`config.mk`:
```
export PLATFORM = sky130hd
export DESIGN_NAME = eik_front
export DESIGN_NICKNAME = d
export VERILOG_FILES = /design/src/rtl/assert_macros.svh /design/src/rtl/eik_pkg.sv /design/src/rtl/eik_front.sv
export SDC_FILE = /design/constraint.sdc
export NUM_CORES = 1
export LEC_CHECK = 0
export BUFFER_PORTS_ARGS = -buffer_cell sky130_fd_sc_hd__buf_2
export CAP_MARGIN = 20
export CORE_AREA = 2 2 215 217
export DETAILED_ROUTE_END_ITERATION = 8
export DIE_AREA = 0 0 217 219
export SYNTH_ARGS = -nofsm -noshare
export SYNTH_HDL_FRONTEND = slang
export SYNTH_SLANG_ARGS = --single-unit
```
`constraint.sdc`:
```
create_clock -name vclk -period 8.5
set_clock_uncertainty 0.1 [all_clocks]
set_input_delay 1.275 -clock vclk [all_inputs]
set_output_delay 1.275 -clock vclk [all_outputs]
set_load 0.005 [all_outputs]
```
`src/rtl/assert_macros.svh`:
```
// Assertion macros shared by the RTL of the node update block.
// Expand to concurrent assertions in simulation and to nothing in synthesis.
`ifndef ASSERT_MACROS_SVH
`define ASSERT_MACROS_SVH
`ifndef SYNTHESIS
// Property checked at every clock edge outside reset.
`define EIK_ASSERT(label, clk, rst_n, prop) \
  label: assert property (@(posedge clk) disable iff (!rst_n) (prop)) \
    else $error("assertion failed");
// Consequent checked in the cycle after the antecedent.
`define EIK_ASSERT_NEXT(label, clk, rst_n, ante, cons) \
  label: assert property (@(posedge clk) disable iff (!rst_n) (ante) |=> (cons)) \
    else $error("assertion failed");
`else
`define EIK_ASSERT(label, clk, rst_n, prop)
`define EIK_ASSERT_NEXT(label, clk, rst_n, ante, cons)
`endif
`endif

```
`src/rtl/eik_pkg.sv`:
```
// Shared types and constants of the Eikonal node update block.
// No dependencies.
package eik_pkg;

  localparam int VB = 32;
  localparam int FB = 16;
  localparam logic [VB-1:0] VINF = '1;

  localparam logic [1:0] KIND_SOLVE = 2'd0;
  localparam logic [1:0] KIND_FIXED = 2'd1;
  localparam logic [1:0] KIND_NONE  = 2'd2;

  typedef struct packed {
    logic        [VB-1:0] current_u;
    logic        [VB-1:0] inverse_speed;
    logic        [VB-1:0] left_value;
    logic signed [VB-1:0] left_dist;
    logic        [VB-1:0] right_value;
    logic signed [VB-1:0] right_dist;
    logic        [VB-1:0] down_value;
    logic signed [VB-1:0] down_dist;
    logic        [VB-1:0] up_value;
    logic signed [VB-1:0] up_dist;
  } eik_in_t;

  typedef struct packed {
    logic [VB-1:0] new_u;
    logic [VB-1:0] decrease;
  } eik_out_t;

  // Classified node: sorted axes, spacings and axis difference.
  typedef struct packed {
    logic [1:0]    kind;
    logic [VB-1:0] cur;
    logic [VB-1:0] f;
    logic [VB-1:0] a0;
    logic [VB-1:0] h0;
    logic [VB-1:0] a1;
    logic [VB-1:0] h1;
    logic [VB-1:0] d;
  } eik_item_t;

endpackage

```
`src/rtl/eik_front.sv`:
```
// Front end: picks the upwind neighbor per axis, sorts the axes, classifies the node.
// Depends on eik_pkg.
module eik_front import eik_pkg::*; (
  input  eik_in_t   in_data,
  output eik_item_t item
);

  logic [VB-1:0] ax_v, ax_h, ay_v, ay_h;
  logic          swap;

  function automatic logic [2*VB-1:0] pick_axis(input logic [VB-1:0] mv, md, pv, pd);
    logic mw, pw;
    mw = md[VB-1];
    pw = pd[VB-1];
    if (mw && pw) begin
      pick_axis = {VINF, {VB{1'b0}}};
    end else if (mw || (!pw && !(mv < pv))) begin
      pick_axis = {pv, pd};
    end else begin
      pick_axis = {mv, md};
    end
  endfunction

  always_comb begin
    {ax_v, ax_h} = pick_axis(in_data.left_value, in_data.left_dist,
                             in_data.right_value, in_data.right_dist);
    {ay_v, ay_h} = pick_axis(in_data.down_value, in_data.down_dist,
                             in_data.up_value, in_data.up_dist);
    // ties keep x first
    swap      = ax_v > ay_v;
    item.cur  = in_data.current_u;
    item.f    = in_data.inverse_speed;
    item.a0   = swap ? ay_v : ax_v;
    item.h0   = swap ? ay_h : ax_h;
    item.a1   = swap ? ax_v : ay_v;
    item.h1   = swap ? ax_h : ay_h;
    item.d    = item.a1 - item.a0;
    if (in_data.inverse_speed == VINF) begin
      item.kind = KIND_FIXED;
    end else if (ax_v == VINF && ay_v == VINF) begin
      item.kind = KIND_NONE;
    end else begin
      item.kind = KIND_SOLVE;
    end
  end

endmodule

```
After elaboration in Yosys (flattened, before gate mapping)
Index checks and enable logic that the tools add are counted.

word-level totals
  input port bits = 320
  bits in read-only memories = 0
  bits in latches = 0
  word-level logic and storage cells = 28
  output and inout bits = 226
  flip-flop bits (word level) = 0
  memories kept = 0
  RAM bits = 0

operators by class
  bitwise gates (word level) = 0
  multiply operators = 0
  multiplexer cells = 10
  reductions and logical operators = 11
  add/sub/neg operators = 1
  div/mod/pow operators = 0
  magnitude comparators = 3
  shift-type cells = 0
  eq/ne operators = 3

operators by type and width
  kind                  number
  $mux 64               4
  $mux 32               4
  $eq 32x32->1 const B  3
  $lt 32x32->1          2
  $gt 32x32->1          1
  $sub 32x32->32        1
  $logic_and 1x1->1     5
  $logic_not 1->1       4
  $mux 2                2
  $logic_or 1x1->1      2

Logic depth before layout (Yosys ltp)
Gate-level depths: netlist (run 1).

  depth after elaboration = 10
  depth in mapped cells = 30
  mapped depth without buffers = 25

Worst setup path after synthesis (run 1)
OpenSTA, ideal clock, no wires.

  path type = input -> output
  start = in in_data[189] in the netlist's numbering
  end = out item[31] in the netlist's numbering
  setup slack = 0.181 ns
  arrival time = 6.944 ns
  buffers on the path = 5
  stages on the path = 28
  data required time = 7.125 ns
  path through = inv_1 > ha_1 > nand4_1 > or4_4 > nand2b_4 > a41o_1 > o211ai_2 > buf_6 > buf_6 > buf_4 > mux2i_1 > ha_1 > buf_2 > nand4_1 > nor4_1 > nand3_1 > a211oi_2 > o21a_2 > buf_2 > o221ai_1 > o22a_1 > o32a_1 > nand4_1 > o21ba_1 > o21ai_4 > a31o_4 > o21ba_2 > o311a_1

RTL lines
  element             line            text
  start: declaration  eik_front.sv:4  input eik_in_t in_data,
  end: declaration    eik_front.sv:5  output eik_item_t item

==> results.json, run 1 <==
{
  "vias_per_cell": 4.72,
  "required_ns": 7.12,
  "final_cell_area_sq_um": 15600,
  "timing.fmax_mhz": 115,
  "clock_buffers": 0,
  "grt_pass1_vias": 12100,
  "post_drt_wl_per_cell_um": 21.0,
  "fin_crit_ns": 8.68,
  "violations": "negative setup slack",
  "syn_area_per_cell_sq_um": 6.71,
  "worst_setup_path_endpoint": "item[30]",
  "coreArea_sq_um": 45100,
  "grt_pass1_wl_mm": 75.3,
  "antenna_found_initial": 10,
  "cp_slowest_cell": "or4_4",
  "critical-path-max-stage-delay_ns": 0.57,
  "dieWidth_um": 217,
  "final-seq-area_sq_um": 0,
  "tightest_slew_ns": 0.655,
  "drc": 0,
  "vias": 12300,
  "design.seq.count": 0,
  "io_pins": 546,
  "dr.first_iter.drc_count": 561,
  "final-max-slew-violation-count": 0,
  "place_ws_ns": -0.850,
  "area_growth_pct": 100,
  "yosysSeqAreaShare_pct": 0,
  "cp.arrival_ns": 7.31,
  "final_layout_size_suffix_gt1_share_pct": 59.1,
  "outcome": "complete, but fails checks",
  "final_hold_viol_count": 0,
  "synth.top_cells.by_count": "inv_1, ha_1, nand2_1, mux2i_1, o21ai_0",
  "grt_max_degree": 53,
  "start_kind": "input port",
  "final.fill_count": 4811,
  "ys_types": 85,
  "start_util_pct": 17.3,
  "setup_viol": 10,
  "synth_top_area_share_pct": 15.1,
  "synth_area_sq_um": 7790,
  "io_buffers": 480,
  "rsz0062_at_grt": "true",
  "ant_nets": 0,
  "maxCapViolCount": 0,
  "cp_max_fo": 7,
  "crit_top_cell": "buf_6",
  "cp-startpoint": "in_data[181]",
  "synth_most_common_cell": "inv_1",
  "finalWeightedCongestion": 0.907,
  "die_area_sq_um": 47500,
  "slew_headroom_pct": 55.9,
  "synth_area_leaders": "ha_1, mux2i_1, buf_4, inv_1, o21ai_0",
  "rows": 78,
  "multi_input_area_sq_um": 7940,
  "placed_area_sq_um": 13200,
  "track_usage_pct": 21.2,
  "fin_ws_ns": -0.181,
  "synth_top_area_cell": "ha_1",
  "fin_crit_sh_pct": 102,
  "grt_overflow": 0,
  "layout.nets": 2410,
  "die_height_um": 219,
  "synth_cells": 1160,
  "hold_path_class": "input port to output pin",
  "totalWireLength_mm": 54.7,
  "whs_ns": 2.45,
  "end_kind": "output pin",
  "synth_warnings": 0,
  "drt_pass1_iterations": 7,
  "dp_hpwl_mm": 46.9,
  "crit_type": "input port to output pin"
}
-- metrics by stage --
stage          instances  setup TNS (ns)  util, %
6_report            2600           -1.05     34.6
5_1_grt             2597           -3.70     34.6
4_1_cts             2581          -0.390     33.1
3_5_place_dp        2513          -13.77     29.4
3_3_place_gp        2513          -13.30     29.4
2_1_floorplan       1161               0        -
-- cells in the final DEF, fill, tap and decap left out, drive strengths merged, types with 12 or more instances in the layout --
master / netlist / routed
nand2: 89 / 89
o21ai: 88 / 88
ha: 94 / 94
a211oi: 15 / 15
xnor2: 18 / 18
or3: 12 / 12
nor4: 15 / 15
inv: 110 / 110
nor2: 47 / 47
buf: 94 / 959
o221ai: 17 / 17
a21oi: 78 / 78
o22ai: 36 / 36
and3: 41 / 41
o22a: 21 / 21
a31oi: 37 / 37
nand3: 17 / 17
and2: 35 / 35
o211ai: 12 / 12
mux2i: 80 / 80
nand4: 32 / 32
nor3: 23 / 23
-- critical path, delay by kind of cell --
family	cells	cell delay, ns
AND/OR/NAND/NOR	7	1.80
buffers and inverters	11	1.38
multiplexers	1	0.28
adder cells (fa/ha/maj)	2	0.47
AO/OA/AOI/OAI	9	1.94
XOR/XNOR	1	0.13
-- area by class of cell --
type / count / area share, %
tap: 600 / 4.81
inverter: 111 / 2.72
timing repair buffer: 962 / 41.5
multi-input combinational: 921 / 50.9
antenna: 6 / 0.0962
-- cell families (layout without fill, tap and decap cells) --
family	count (synthesis)	in the layout	synth area share, %
compound gates	363	363	31.5
simple gates	349	349	23.7
buf+inv	240	1073	15.5
fa+ha+maj	94	94	15.1
mux	86	86	11.2
xor+xnor	27	27	3.04
other cells	1	8	0.0482
-- how the worst min path moves through the flow --
stage            startpoint        end  slack (ns)  cells past startpoint
6_report       in_data[304]  item[208]        2.45                      0
5_1_grt        in_data[296]  item[200]        2.45                      0
4_1_cts        in_data[291]  item[195]        2.45                      0
3_5_place_dp   in_data[291]  item[195]        2.45                      0
3_3_place_gp   in_data[291]  item[195]        2.45                      0
2_1_floorplan  in_data[256]  item[160]        2.53                      1
-- what timing repair did --
action | CTS | global route
resized for setup | 197 | 101
buffers inserted | 68 | 17
hold buffers | 0 | 0
gates cloned | 3 | 1
pin swaps | 71 | 58
endpoints found under the setup margin | 28 | 24
hold endpoints to repair | 0 | 0
-- per-layer routing --
layer  wire, um  track usage, %
met5         48               0
met3       3070            2.55
met1      22400            25.3
met2      27500            39.6
met4       1710            5.62
==> run 2: changes to the inputs <==
Settings changed: GPL_TIMING_DRIVEN set to 0.
==> results.json, run 2 (same netlist as run 1, synthesis figures left out) <==
{
  "outcome": "complete, but fails checks",
  "violations": "negative setup slack",
  "vias_per_cell": 4.98,
  "placed_area_sq_um": 11100,
  "dr.first_iter.drc_count": 625,
  "timing.fmax_mhz": 113,
  "final_cell_area_sq_um": 14800,
  "grt_pass1_wl_mm": 77.2,
  "grt_pass1_vias": 11900,
  "die_area_sq_um": 47500,
  "final-max-slew-violation-count": 0,
  "die_height_um": 219,
  "final_layout_size_suffix_gt1_share_pct": 57.2,
  "maxCapViolCount": 0,
  "track_usage_pct": 22.0,
  "io_buffers": 512,
  "grt_overflow": 0,
  "drt_pass1_iterations": 5,
  "rows": 78,
  "rsz0062_at_grt": "true",
  "end_kind": "output pin",
  "fin_crit_sh_pct": 104,
  "final_hold_viol_count": 0,
  "cp.arrival_ns": 7.49,
  "dieWidth_um": 217,
  "required_ns": 7.12,
  "layout.nets": 2265,
  "slew_headroom_pct": 54.2,
  "start_kind": "input port",
  "ant_nets": 0,
  "hold_path_class": "input port to output pin",
  "cp_slowest_cell": "or4_4",
  "vias": 12200,
  "dp_hpwl_mm": 47.6,
  "hold_buffers": 0,
  "setup_viol": 21,
  "cp_max_fo": 7,
  "fin_crit_ns": 8.87,
  "design.seq.count": 0,
  "critical-path-max-stage-delay_ns": 0.60,
  "final-seq-area_sq_um": 0,
  "drc": 0,
  "mostFrequentLayoutCells": "buf_2, buf_4, inv_1, nand2_1, mux2i_1",
  "totalWireLength_mm": 57.7,
  "post_drt_wl_per_cell_um": 23.5,
  "placed_cells": 2274,
  "area_growth_pct": 90.6,
  "fin_ws_ns": -0.366,
  "io_pins": 546,
  "start_util_pct": 17.3,
  "final_cells": 2454,
  "coreArea_sq_um": 45100,
  "layout_commonest_cell": "buf_2",
  "clock_buffers": 0,
  "crit_type": "input port to output pin",
  "tightest_slew_ns": 0.681,
  "finalWeightedCongestion": 0.953,
  "antenna_found_initial": 11,
  "grt_max_degree": 11
}
==> run 2: layout make-up <==
class | count | area [sq um]
antenna | 5 | 12.5
buffer | 125 | 973
fill | 4763 | 30200
inverter | 111 | 438
multi-input combinational | 921 | 8490
tap | 600 | 751
timing repair buffer | 692 | 4180
==> run 2: timing repair <==
item | CTS | global route
gates cloned | 1 | 1
resized for setup | 314 | 171
setup endpoints to repair | 157 | 135
setup buffers | 106 | 80
endpoints found under the hold margin | 0 | 0
pin swaps | 78 | 77
==> run 2: per-stage QoR <==
step,utilization (%),setup WS [ns],TNS [ns],hold WS (ns)
floorplan,-,0.181,0,2.53
global placement,24.6,-3.97,-498.68,2.62
detailed placement,24.6,-3.89,-495.84,2.62
CTS,29.7,-0.409,-3.95,2.62
global route,32.9,-0.529,-8.96,2.62
finish,32.9,-0.366,-4.01,2.62
==> run 2: metal layers <==
metal / up-vias / track usage, % / part of all wire, %
met5: - / 0 / 0.14
met4: 12 / 9.20 / 5.0
met3: 132 / 3.01 / 6.5
met2: 647 / 41.7 / 51
met1: 5792 / 24.5 / 37
li1: 5630 / - / -
==> run 2: path summary, 6_finish.rpt <==
check	start	endpoint	depth (start not counted)
worst max-delay path	in_data[248]	item[31]	33
worst min-delay path	in_data[305]	item[209]	2
==> run 2: critical path: cells and delay by family <==
kind / cells / cell delay (ns)
adder cells (fa/ha/maj): 2 / 0.52
buffers and inverters: 11 / 1.47
AO/OA/AOI/OAI: 12 / 2.35
AND/OR/NAND/NOR: 8 / 1.84
