[src/rtl/assert_macros.svh]
// Assertion macros shared by the RTL of the node update block.
// Expand to concurrent assertions in simulation and to nothing in synthesis.
`ifndef ASSERT_MACROS_SVH
`define ASSERT_MACROS_SVH
`ifndef SYNTHESIS
// Property checked at every clock edge outside reset.
`define EIK_ASSERT(label, clk, rst_n, prop) \
  label: assert property (@(posedge clk) disable iff (!rst_n) (prop)) \
    else $error("assertion failed");
// Consequent checked in the cycle after the antecedent.
`define EIK_ASSERT_NEXT(label, clk, rst_n, ante, cons) \
  label: assert property (@(posedge clk) disable iff (!rst_n) (ante) |=> (cons)) \
    else $error("assertion failed");
`else
`define EIK_ASSERT(label, clk, rst_n, prop)
`define EIK_ASSERT_NEXT(label, clk, rst_n, ante, cons)
`endif
`endif

[src/rtl/eik_pkg.sv]
// Shared types and constants of the Eikonal node update block.
// No dependencies.
package eik_pkg;

  localparam int VB = 32;
  localparam int FB = 16;
  localparam logic [VB-1:0] VINF = '1;

  localparam logic [1:0] KIND_SOLVE = 2'd0;
  localparam logic [1:0] KIND_FIXED = 2'd1;
  localparam logic [1:0] KIND_NONE  = 2'd2;

  typedef struct packed {
    logic        [VB-1:0] current_u;
    logic        [VB-1:0] inverse_speed;
    logic        [VB-1:0] left_value;
    logic signed [VB-1:0] left_dist;
    logic        [VB-1:0] right_value;
    logic signed [VB-1:0] right_dist;
    logic        [VB-1:0] down_value;
    logic signed [VB-1:0] down_dist;
    logic        [VB-1:0] up_value;
    logic signed [VB-1:0] up_dist;
  } eik_in_t;

  typedef struct packed {
    logic [VB-1:0] new_u;
    logic [VB-1:0] decrease;
  } eik_out_t;

  // Classified node: sorted axes, spacings and axis difference.
  typedef struct packed {
    logic [1:0]    kind;
    logic [VB-1:0] cur;
    logic [VB-1:0] f;
    logic [VB-1:0] a0;
    logic [VB-1:0] h0;
    logic [VB-1:0] a1;
    logic [VB-1:0] h1;
    logic [VB-1:0] d;
  } eik_item_t;

endpackage

[src/rtl/eik_queue.sv]
// Short FIFO between the classifying front end and the solver pipeline.
// Depends on eik_pkg and assert_macros.svh.
`include "assert_macros.svh"
module eik_queue import eik_pkg::*; #(
  parameter int DEPTH = 4
) (
  input  logic      clk,
  input  logic      rst_n,
  input  logic      push_valid,
  output logic      push_ready,
  input  eik_item_t push_item,
  output logic      pop_valid,
  input  logic      pop_ready,
  output eik_item_t pop_item
);

  localparam int PW = (DEPTH > 1) ? $clog2(DEPTH) : 1;
  localparam int CW = $clog2(DEPTH + 1);

  eik_item_t       mem_r [DEPTH];
  logic [PW-1:0]   wr_ptr_r, wr_ptr_nxt, rd_ptr_r, rd_ptr_nxt;
  logic [CW-1:0]   count_r, count_nxt;
  logic            push, pop;

  assign push_ready = count_r != CW'(DEPTH);
  assign pop_valid  = count_r != '0;
  assign pop_item   = mem_r[rd_ptr_r];
  assign push       = push_valid && push_ready;
  assign pop        = pop_valid && pop_ready;

  always_comb begin
    wr_ptr_nxt = wr_ptr_r;
    rd_ptr_nxt = rd_ptr_r;
    count_nxt  = count_r;
    if (push) begin
      wr_ptr_nxt = (wr_ptr_r == PW'(DEPTH - 1)) ? '0 : wr_ptr_r + 1'b1;
    end
    if (pop) begin
      rd_ptr_nxt = (rd_ptr_r == PW'(DEPTH - 1)) ? '0 : rd_ptr_r + 1'b1;
    end
    case ({push, pop})
      2'b10:   count_nxt = count_r + 1'b1;
      2'b01:   count_nxt = count_r - 1'b1;
      default: count_nxt = count_r;
    endcase
  end

  always_ff @(posedge clk) begin
    if (!rst_n) begin
      wr_ptr_r <= '0;
      rd_ptr_r <= '0;
      count_r  <= '0;
    end else begin
      wr_ptr_r <= wr_ptr_nxt;
      rd_ptr_r <= rd_ptr_nxt;
      count_r  <= count_nxt;
    end
  end

  always_ff @(posedge clk) begin
    if (push) begin
      mem_r[wr_ptr_r] <= push_item;
    end
  end

  `EIK_ASSERT(a_count_bound, clk, rst_n, count_r <= CW'(DEPTH))
  `EIK_ASSERT_NEXT(a_count_up, clk, rst_n, push && !pop, count_r == $past(count_r) + 1'b1)
  `EIK_ASSERT_NEXT(a_count_down, clk, rst_n, pop && !push, count_r == $past(count_r) - 1'b1)

endmodule

[config.mk]
export PLATFORM = sky130hd
export DESIGN_NAME = eik_queue
export DESIGN_NICKNAME = d
export VERILOG_FILES = /design/src/rtl/eik_pkg.sv /design/src/rtl/eik_queue.sv
export VERILOG_INCLUDE_DIRS = /design/src /design/src/rtl
export SDC_FILE = /design/constraint.sdc
export NUM_CORES = 1
export LEC_CHECK = 0
export BUFFER_PORTS_ARGS = -buffer_cell sky130_fd_sc_hd__buf_4
export CAP_MARGIN = 15
export CORE_MARGIN = 5
export CORE_UTILIZATION = 39
export DETAILED_ROUTE_END_ITERATION = 7
export GPL_TIMING_DRIVEN = 1
export SLEW_MARGIN = 20
export SYNTH_ARGS = -nofsm -noshare
export SYNTH_HDL_FRONTEND = slang
export SYNTH_SLANG_ARGS = --single-unit
[constraint.sdc]
create_clock -name clk -period 14.2 [get_ports clk]
set_clock_uncertainty 0.2 [all_clocks]
set_input_delay 2.84 -clock clk [delete_from_list [all_inputs] [get_ports clk]]
set_output_delay 2.84 -clock clk [all_outputs]
set_load 0.01 [all_outputs]
; Word level (Yosys, flattened, before mapping)
; Memories as Yosys holds them, arrays and structs flattened. A register that Yosys moved wholly into a read port is not among the register bits.
; Cells that the tools add are included.
[word_totals]
ff_bits = 7
mem_bits_rw = 904
in_bits = 230
output_inout_bits = 228
wordCells = 24
memories = 1
[classes]
add_sub_neg = 4
eq_ne = 5
muxes = 7
reduce_logical = 4
[mem_list]
columns = name, words, word_bits, read_ports, rd_clocked_by_memory_dff, write_ports, line
row1 = mem_r, 4, 226, 1, 1, 1, eik_queue.sv:20  ; eik_item_t mem_r [DEPTH];
[op_table]
columns = op, count
row1 = 2-bit two-way mux, 4
row2 = "2-bit equality test, second input constant", 3
row3 = 3-bit one-hot mux with 2 select lines, 1
row4 = "2-bit by 1-bit adder with 2-bit output, second input constant", 2
row5 = "3-bit by 1-bit adder with 3-bit output, second input constant", 1
row6 = "3-bit inequality test, second input constant", 1
row7 = 3-bit nonzero test, 1
row8 = "3-bit by 1-bit subtractor with 3-bit output, second input constant", 1
row9 = "2-bit by 1-bit equality test with 1-bit output, second input constant", 1
row10 = 1-bit logical AND, 2
row11 = 1-bit two-way mux, 2
row12 = 2-bit nonzero test, 1

; Longest topological paths before layout
; Gate-level depths: netlist of the first run.
[logic_depth]
depth_word = 4
mapped_depth = 10
depth_no_buf = 9

; Worst setup path before layout of the first run
; No wires, ideal clock.
[synth_timing]
kind = input port to flip-flop
from = input push_valid
to = memory mem_r[2][0] (netlist bit), enable pin
setup_ns = 0.616
t_arrival_ns = 8.045
t_required_ns = 13.384
path_slack_ns = 5.339
stages = 1
path_buffers = 0
path_cell_list = and3_1
[synth_between]
elab_chain_len = 3
[synth_lines]
columns = item, line
row1 = "start, declared", eik_queue.sv:9  ; input logic push_valid,
row2 = 1-bit logical AND, eik_queue.sv:28  ; assign push = push_valid && push_ready;
row3 = 1-bit two-way mux, eik_queue.sv:61  ; if (push) begin
row4 = 1-bit two-way mux (not written as such), eik_queue.sv:62  ; mem_r[wr_ptr_r] <= push_item;
row5 = "end, declared", eik_queue.sv:20
; Every way passes these cells.

==> run summary, run 1 <==
The switching component of the power is 1870 uW. The initial antenna violation count is 9. The final-layout setup total negative slack came out at 0 ns.

The final layout contains routed wiring with a total length of 69.4 mm. The critical path goes through buf_12 > buf_16 > buf_4 > mux4_2 > buf_4. For this block, the initial DRC count from the detailed router was 769. The post-synthesis area per instance came out at 26.8 um2. After synthesis, the largest family of logic cells by area is multiplexers. The average via count per standard cell is 4.97.

The final routed wire length divided by cell count is 23.4 um. The number of clock buffers inserted by TritonCTS is 94. CTS built an H-tree with a depth of 3. The number of synthesized register bits is 913. The horizontal die dimension is 301 um. The number of distinct library cells after synthesis is 27. The worst max-slew margin expressed relative to the limit is 0.257. The share of cells above drive strength 1 is 0.457. The mapped netlist covers 33,100 um2. The clock power share came out at 0.322. The final count of hold timing violations is 0. The antenna violation net count after detailed routing is 0. The y dimension of the die is 301 um. The category of the most critical setup path is flop to primary output. The floorplan step defined a die boundary enclosing 90,700 um2. At the pin with the least slew margin, the transition time is 1.11 ns.

The fraction of the mapped netlist area in simple logic gates came out at 0.00344. The remaining routing DRC violations is 0. The clock insertion delay at the later pin of the skew report came out at 0.63 ns. The initial utilization of the core area, before any placement, comes to 0.395. The count of instances resized after the clock tree is built is 0. The share of synthesized area spent on multiplexers is 0.154. The post-synthesis cell type with the largest combined area is sky130_fd_sc_hd__edfxtp_1. The slowest stage of the critical path is the sky130_fd_sc_hd__buf_4 cell. The via count came out at 14,800. The minimum clock period after layout is 7.15 ns.

The data arrival time of the worst path came out at 4.11 ns. The number of optimization iterations in the first detailed-route pass is 5. The compound-cell area share of the yosys netlist came out at 0.00121. The number of clock sinks is 913. The number of warning messages in the yosys log came out at 0. When the netlist entered floorplanning its net count stood at 1,473. The kind of capture point of the worst setup path is a primary output.

TritonCTS built the clock tree. Relative to the synthesized area, the layout overhead comes to 23.4%. In this run the core area contains 106 standard-cell rows.

The power density relative to cell area is 179 nW/um2. In the post-synthesis netlist, the biggest area contributors are sky130_fd_sc_hd__edfxtp_1 82%, sky130_fd_sc_hd__mux4_2 15%, sky130_fd_sc_hd__buf_6 0.58%, sky130_fd_sc_hd__dfxtp_1 0.54%, sky130_fd_sc_hd__buf_2 0.38%. The leakage power is 0.0135 uW.

In the finished design, the share of the clock period the worst path needs comes to 0.504. Entering global routing, the biggest net connects 162 pins. For this run, global-route usage on met1 was measured as 0.186. The longest individual stage delay on the worst path came out at 0.87 ns. The peak fanout along the critical path is 74. Clock tree synthesis selected as its root buffer the cell sky130_fd_sc_hd__clkbuf_16. The congestion estimate from routability-driven global placement came to 0.722. The number of buffers inserted by post-CTS setup repair is 0. The post-CTS clock slew at the launch and capture registers of the worst setup and hold paths came out at 0.06 ns. STA classifies the critical path startpoint as a flop. The adder-cell share of the synthesized area is 0.00288. STA puts the critical path data required time at 11.16 ns. The tightest min-delay check is of the flop to flop type. The clock tree buffer depth is 3. The cell area reported after detailed placement is 37,800 um2.

The number of global-route vias before repair is 15,900. The global-route usage over all layers came out at 0.149. The finished layout cell area came out at 40,800 um2. In the layout the commonest cells are 904 x sky130_fd_sc_hd__edfxtp_1, 468 x sky130_fd_sc_hd__buf_4, 226 x sky130_fd_sc_hd__mux4_2. The net total in the final layout came out at 1,991. The count of buffers inserted at the top-level ports came out at 457. For this run, global-route usage on met2 was measured as 0.244. The maximum operating frequency is 140 MHz. The combinational fraction of design power came out at 0.223. The fraction of met3 tracks used by global routing is 0.0598.

Hold is met by 0.310 ns. Of the total synthesized cell area, the portion taken by XOR and XNOR cells is 0.000530. met2 is the most crowded layer. The number of buffers inserted for hold repair after clock tree synthesis came out at 0. The sequential element share of the synthesized area came out at 0.826.

The core region is 83,800 um2. The count of final setup violators came out at 0. In this run the count of I/O pins placed on the die edge is 458. The worst voltage drop across the vdd grid came out at 0.121 mV. The fraction of power consumed by sequential logic came out at 0.454. The internal portion of the total power is 5450 uW. Counting every instance in the synthesized netlist gives 1,236. The most common cell after layout, fill and taps aside is sky130_fd_sc_hd__edfxtp_1.

Global routing finished with a remaining overflow of 0. The area share of the largest cell type after synthesis came out at 0.821. The number of max-cap violations came out at 0.

The run finished with clean final reports. The global-route wire length before repair came out at 102 mm. The total count of max-transition violations in the final report was 0. Setup repair after global routing left no endpoint under its margin. After legalization and detailed placement, the total HPWL measured 41.5 mm. Counting stages on the worst path, the most repeated cell is sky130_fd_sc_hd__buf_4. The fraction of power spent switching nets is 0.256.
[worst paths after layout]
check	cells past startpoint	to	startpoint	slack, ns
setup / recovery	5	pop_item[102]	flop	7.05
hold / removal	2	wr_ptr_r[1]$_SDFFE_PN0P_	wr_ptr_r[1]$_SDFFE_PN0P_	0.31
setup reg to reg	4	mem_r[3][5]$_DFFE_PP_	count_r[0]$_SDFFE_PN0P_	10.52
hold reg to reg	2	wr_ptr_r[1]$_SDFFE_PN0P_	wr_ptr_r[1]$_SDFFE_PN0P_	0.31
[critical path, delay by kind of cell (launching register included)]
family / cells / cell delay, ns
buffers and inverters: 4 / 1.81
muxes: 1 / 0.63
DFF: 1 / 0.73
[synth_stat cells, drive strengths merged]
cell type,n
o21ai,5
or3,2
edfxtp,904
mux4,226
nor2,2
and3,4
xor2,1
buf,49
o31ai,1
dfxtp,9
xnor2,1
and2,3
ha,6
a21boi,1
mux2i,1
inv,7
nand4,1
fa,1
nand2,6
clkbuf,3
or3b,1
nand3,2
[state kept, by name, summed over array words and instances, names as in the netlist, named ones only]
register,count
count_r,3
wr_ptr_r,2
mem_r,904
rd_ptr_r,2
[stage by stage]
stage | worst slack, ns | instances | power [uW] | util
floorplan | 5.34 | 1236 | 4360 | -
global placement | 7.75 | 2790 | 5050 | 0.450
detailed placement | 7.68 | 2791 | 5070 | 0.451
CTS | 7.00 | 2964 | 7440 | 0.487
global route | 6.59 | 2966 | 7640 | 0.487
finish | 7.05 | 2969 | 7310 | 0.487
[cells by family (layout without fill, tap and decap cells)]
group	after synthesis	in the layout
buffers and inverters	59	654
XOR/XNOR	2	2
adder cells (fa/ha/maj)	7	7
multiplexers	227	227
AO/OA/AOI/OAI	7	7
flip-flops	913	913
AND/OR/NAND/NOR	21	21
other	0	4
[area by class of cell]
class                   count  area (um2)
diodes                      4        10.0
clock buffers             115        2460
clock inverters            58         542
fillers                  6795       43000
inverters                   7        26.3
multi-input cells         264        5390
flip-flops and latches    913       27300
well taps                1134        1420
repair buffers            474        3650
[metal layers]
metal / part of all wire / vias up / wire length (um)
met5: 0.00085 / - / 59
met4: 0.025 / 10 / 1720
met3: 0.096 / 124 / 6650
met2: 0.49 / 443 / 34200
met1: 0.39 / 7759 / 26700
li1: - / 6420 / -
[power groups by stage]
stage | Clock, uW | Sequential (uW) | Combinational (uW)
global placement | 0 | 3380 | 1670
detailed placement | 0 | 3390 | 1680
CTS | 2430 | 3330 | 1680
floorplan | 0 | 3400 | 963
finish | 2360 | 3320 | 1630
global route | 2540 | 3350 | 1750
(Power assumes the default switching activity.)
==> inputs of run 2 (changes only) <==
==> constraint.sdc (replaced) <==
create_clock -name clk -period 6.59 [get_ports clk]
set_clock_uncertainty 0.2 [all_clocks]
set_input_delay 1.318 -clock clk [delete_from_list [all_inputs] [get_ports clk]]
set_output_delay 1.318 -clock clk [all_outputs]
set_load 0.01 [all_outputs]
==> run 2 against run 1 <==
Power increased by 120%. Worst hold slack worse by 0.014 ns. Highest routed layer unchanged. Combinational power up 120%. Critical path type unchanged. Die area is the same. Register-to-register slack worse by 6.6 ns. Clock-buffer cell count up 2. Routed wire length fell by 1.6%. First-iteration DRC count is 12% higher. Flip-flop and latch count unchanged.
==> run summary, run 2 (same netlist as run 1, synthesis figures left out) <==
The flow ran to the end, and the final reports show no timing, DRC or antenna violations. The total number of placement rows is 106. The final routed wire length divided by cell count is 23.0 um.

For this run, the top clock speed supported by timing is 231 MHz. The required time at the worst-slack endpoint came out at 5.07 ns. Once the clock tree was built, the setup fixing pass inserted 0 buffers.

Routability-driven placement finished with a final weighted congestion of 0.734. The count of final setup violators came out at 0. The first detailed-routing pass took 4 iterations. Summing all flip-flop and latch instances after layout gives 27,300 um2.

The worst hold path belongs to the class flop to flop. The tree is rooted in a sky130_fd_sc_hd__clkbuf_16. After detailed routing, the number of remaining DRC violations is 0.

The finished layout cell area came out at 41,000 um2. The total routed wirelength is 68.3 mm. The count of buffers inserted at the top-level ports came out at 457. The kind of capture point of the worst setup path is a primary output. The final count of hold timing violations is 0. Across every metal layer, demand over resource in global routing totals 0.148. The initial antenna violation count is 13. The detailed router finished its first iteration with 861 violations. The most common cell after layout, fill and taps aside is sky130_fd_sc_hd__edfxtp_1.

The worst max-slew margin expressed relative to the limit came out at 0.226. The largest registers in the layout are mem_r (904), count_r (3). The aggregate global routing overflow is 0.

In this run the number of H-tree levels came out at 3. Along the worst path, the maximum fanout reaches 63. The global-route wire length before repair came out at 102 mm. Setup repair after global routing left no endpoint under its margin. The minimum setup slack in the final design is 2.26 ns.

The worst voltage drop across the vdd grid is 0.339 mV. The worst setup path is launched from a flop. The net total in the final layout came out at 1,992. The area added between synthesis and finish came out at 23.8%.

The power density relative to cell area is 386 nW/um2. The placement-stage worst setup slack is 2.77 ns. The number of ports placed on the die boundary came out at 458. Summing all placed instances gives a cell area of 37,900 um2. The final-layout setup total negative slack is 0 ns.

In the routed layout, each cell is associated on average with a via count of 4.95. The actual transition at the worst max-transition pin came out at 1.16 ns. The number of flip-flops under the largest register name came out at 904. The post-CTS clock slew at the launch and capture registers of the worst setup and hold paths is 0.06 ns. The final total power came out at 15,800 uW.

Dividing the final minimum period by the clock period gives 0.658. The number of clock buffers inserted by TritonCTS is 95. Counting along the longest clock path gives a buffer depth of 3. The share of cells above drive strength 1 is 0.455.

The via count came out at 14,700. Summed over all nets, the half-perimeter wirelength after detailed placement is 40.8 mm. The number of max-cap violations is 0.

The pin count of the biggest net entering global routing is 128. Post-CTS repair changed the size of 0 cells. In the final layout, the multi-input gates occupy 5390 um2. The leakage power came out at 0.0135 uW. The number of filler instances in the final layout came out at 6,794.

Ranked by flip-flop count, first place goes to mem_r. The minimum clock period after layout came out at 4.33 ns. The number of buffers inserted for hold repair after clock tree synthesis is 0. The area of the core is 83,800 um2. The effective utilization at floorplan came out at 0.395. The data arrival time of the worst path came out at 2.82 ns. The floorplan die area is 90,700 um2. The die is 301 um tall. For the worst-skew pair, the clock arrives at the later sink with an insertion delay of 0.63 ns. The count of nets left with antenna violations once routing finished came out at 0. The worst setup path is of the flop to primary output kind. The number of global-route vias before repair came to 16,000. The floorplan step set the die width to 301 um. Clock tree synthesis found a total of 913 sinks. The CTS tree is yes. The total count of max-transition violations in the final report came to 0. The top cell types in the final layout, fill and taps aside, are 904 x sky130_fd_sc_hd__edfxtp_1, 461 x sky130_fd_sc_hd__buf_4, 226 x sky130_fd_sc_hd__mux4_2.

The worst hold slack after final layout is 0.296 ns.
==> run 2: where the power goes <==
| part | switching (uW) | leakage (uW) | internal (uW) |
|---|---|---|---|
| combinational | 1710 | 0.00364 | 1810 |
| clock | 2140 | 0.00149 | 2990 |
| sequential | 180 | 0.00837 | 7000 |
| total | 4030 | 0.0135 | 11800 |
==> run 2: worst paths after layout <==
kind                                  from                  endpoint  slack, ns  depth (start not counted)
setup / recovery                      flop              pop_item[48]       2.26                          3
hold / removal    wr_ptr_r[1]$_SDFFE_PN0P_  wr_ptr_r[1]$_SDFFE_PN0P_       0.30                          2
setup reg to reg   count_r[2]$_SDFFE_PN0P_   count_r[2]$_SDFFE_PN0P_       3.94                          9
hold reg to reg   wr_ptr_r[1]$_SDFFE_PN0P_  wr_ptr_r[1]$_SDFFE_PN0P_       0.30                          2
==> run 2: cell type report <==
type	instances	share of cell area
Tap cell	1134	0.0346
Sequential cell	913	0.667
Antenna cell	5	0.000305
Clock inverter	59	0.0135
Timing Repair Buffer	474	0.0908
Multi-Input combinational cell	264	0.131
Clock buffer	117	0.0613
Inverter	7	0.000641
==> run 2: worst max-delay path: stages, from the launching register on <==
cell and delay (ns):
sky130_fd_sc_hd__dfxtp_4 0.82, sky130_fd_sc_hd__buf_12 0.48, sky130_fd_sc_hd__mux4_2 0.60, sky130_fd_sc_hd__buf_4 0.17
==> run 2: metrics by stage <==
stage / cells / util
after floorplan: 1236 / -
after global placement: 2792 / 0.452
after detailed placement: 2792 / 0.452
after CTS: 2968 / 0.489
after global routing: 2969 / 0.489
final: 2973 / 0.489
==> run 2: routing by layer <==
| layer | wire length, um | vias up | global-route usage | share of wire |
|---|---|---|---|---|
| li1 | - | 6425 | - | - |
| met3 | 7200 | 92 | 0.0666 | 0.11 |
| met1 | 26300 | 7757 | 0.186 | 0.39 |
| met4 | 941 | 18 | 0.0301 | 0.014 |
| met2 | 33600 | 434 | 0.241 | 0.49 |
| met5 | 126 | - | 0 | 0.0018 |
==> inputs of run 3 (changes only) <==
==> constraint.sdc (replaced) <==
create_clock -name clk -period 3.9 [get_ports clk]
set_clock_uncertainty 0.2 [all_clocks]
set_input_delay 0.78 -clock clk [delete_from_list [all_inputs] [get_ports clk]]
set_output_delay 0.78 -clock clk [all_outputs]
set_load 0.01 [all_outputs]
==> run 3 against run 2 <==
Clock-buffer cell count is 3 lower. Routed wire length is 3.0% higher. Critical path depth is 1 higher. Flip-flop and latch count stayed put. Clock power is 80% higher. First-iteration DRC count is 14% lower. Worst hold slack worse by 0.15 ns. Register-to-register slack worse by 2.7 ns. Highest routed layer unchanged.
==> run summary, run 3 (same netlist as run 1, synthesis figures left out) <==
The run finished with clean final reports. The clock root buffer is sky130_fd_sc_hd__clkbuf_16. The violation count after the first detailed-routing iteration came out at 738. The path category of the worst min-delay check is input pin to flop. The longest individual stage delay on the worst path is 0.60 ns. The peak fanout along the critical path came out at 28. The aggregate global routing overflow is 0. The worst hold path endpoint is mem_r[1][203]$_DFFE_PP_. The y dimension of the die is 301 um. The detailed placer's ending HPWL is 44.8 mm.

The number of clock buffers inserted by TritonCTS came out at 94. In the layout the commonest cells are 904 x sky130_fd_sc_hd__edfxtp_1, 490 x sky130_fd_sc_hd__buf_4, 226 x sky130_fd_sc_hd__mux4_2. The number of buffers inserted for hold repair after clock tree synthesis came out at 0. The final count of hold timing violations is 0. The leakage power came out at 0.0138 uW. The net total in the final layout is 2,029.

At the worst endpoint, the required time is 2.92 ns. The cell area reported after detailed placement is 38,300 um2. The number of filler instances in the final layout came out at 6,736. The effective utilization at floorplan came out at 0.395. Post-CTS timing repair inserted 0 buffers for setup. The global-route usage over all layers came out at 0.152. Setup repair after global routing left no endpoint under its margin.

The first global-routing pass estimated 104 mm of wire. The clock passes through at most 3 buffers. The clock insertion delay at the later pin of the skew report came out at 0.63 ns. The number of max-cap violations came out at 0. The final weighted congestion of routability-driven global placement is 0.721. TritonCTS built the clock tree. The final routed wire length divided by cell count came out at 23.4 um. mem_r holds more flip-flops than any other register. The count of final setup violators is 0. Entering global routing, the biggest net connects 106 pins. The worst path in the final design needs a cycle of 3.52 ns, including I/O delays and setup. The number of optimization iterations in the first detailed-route pass is 4.

The antenna violation net count after detailed routing came out at 0. The count of buffers inserted at the top-level ports is 457. The largest individual stage delay along the critical path comes from the cell sky130_fd_sc_hd__dfxtp_4. The number of global-route vias before repair was 16,300. The area of the core is 83,800 um2. The share of cells above drive strength 1 came out at 0.475. Leaving out fill and tap cells, the most frequent cell in the layout is sky130_fd_sc_hd__edfxtp_1.

The type of origin of the critical path is a flop. The number of flip-flops under the largest register name came out at 904. Summing all non-filler instances in the final layout gives an area of 41,500 um2. The post-CTS clock slew at the launch and capture registers of the worst setup and hold paths is 0.06 ns. Relative to the synthesized area, the layout overhead comes to 25.6%. The horizontal die dimension is 301 um.

The critical path goes through buf_12 > buf_12 > mux4_2 > buf_4. The H-tree was split into 3 levels. The average via count per standard cell is 4.96. In this run the power density over the cells is 663 nW/um2. The via count is 14,900. After detailed routing, the number of remaining DRC violations is 0. The number of cells on the worst hold path is 1. The post-route clock period utilization is 0.903. Summed over all layers, the routed wires come to 70.3 mm. The count of instances resized after the clock tree is built is 0. The worst voltage drop across the vdd grid came out at 0.431 mV.

The initial antenna violation count is 10. By instance count, the cell type seen most on the critical path is sky130_fd_sc_hd__buf_12. The maximum operating frequency came out at 284 MHz. The depth of the most critical reg-to-reg path came out at 9. In this run the critical register-to-register path is captured at count_r[2]$_SDFFE_PN0P_. Measured against its own limit, the worst slew margin works out to 0.399. The launch point of the worst hold path is push_item[203]. The total count of max-transition violations in the final report is 0. The largest registers in the layout are mem_r (904), count_r (3). The total number of placement rows is 106. By startpoint and endpoint, the worst setup path is classified as flop to primary output. At the pin with the least slew margin, the transition time is 0.901 ns. The floorplan die area is 90,700 um2.

For this run, the share of the core covered by cells in the final layout is 0.496. At the worst endpoint, the arrival time is 2.54 ns. The number of ports placed on the die boundary is 458. The number of clock sinks came out at 913. The register-to-register setup slack is 1.22 ns. STA classifies the critical path endpoint as a primary output. The startpoint of the worst-slack reg-to-reg timing path is count_r[2]$_SDFFE_PN0P_.
-- run 3: worst max path at each step --
| stage | start | to | depth (start not counted) |
|---|---|---|---|
| 5_1_grt | flop | pop_item[179] | 4 |
| 3_5_place_dp | flop | pop_item[179] | 4 |
| 2_1_floorplan | push_valid | mem_r[2][0]$_DFFE_PP_ | 1 |
| 4_1_cts | flop | pop_item[179] | 4 |
| 6_report | flop | pop_item[174] | 4 |
| 3_3_place_gp | flop | pop_item[172] | 4 |
-- run 3: area by class of cell --
| class | count | area [um2] | share of cell area |
|---|---|---|---|
| Timing Repair Buffer | 512 | 4120 | 0.0992 |
| Clock buffer | 114 | 2490 | 0.0599 |
| Tap cell | 1134 | 1420 | 0.0342 |
| Inverter | 7 | 26.3 | 0.000633 |
| Antenna cell | 5 | 12.5 | 0.000301 |
| Clock inverter | 61 | 751 | 0.0181 |
| Multi-Input combinational cell | 264 | 5390 | 0.130 |
| Sequential cell | 913 | 27300 | 0.658 |
-- run 3: metrics by stage --
stage / power, uW / hold WS, ns / std cells / setup TNS [ns] / worst slack (ns)
6_report: 27500 / 0.145 / 3010 / 0 / 0.379
5_1_grt: 28800 / 0.0863 / 3006 / 0 / 0.179
4_1_cts: 28000 / 0.0841 / 3005 / 0 / 0.261
3_5_place_dp: 18700 / 0.303 / 2830 / 0 / 0.963
3_3_place_gp: 18600 / 0.280 / 2830 / 0 / 0.940
2_1_floorplan: 15700 / 0.268 / 1236 / -254.12 / -0.282
-- run 3: power breakdown --
part	internal (uW)	switching, uW
combinational	3210	3040
clock	5570	3680
sequential	11800	250
-- run 3: layer usage --
layer  global-route usage  wire length [um]  share of wire  up-vias
li1                     -                 -              -     6506
met1                0.191             27100           0.39     7864
met5                    0                58        0.00082        -
met3               0.0644              6970          0.099      103
met4               0.0321              1280          0.018        8
met2                0.250             34900           0.50      445
-- run 3: critical path, delay by kind of cell (launching register included) --
| family | cells | cell delay (ns) |
|---|---|---|
| flip-flops | 1 | 0.60 |
| buffers and inverters | 3 | 0.73 |
| multiplexers | 1 | 0.58 |
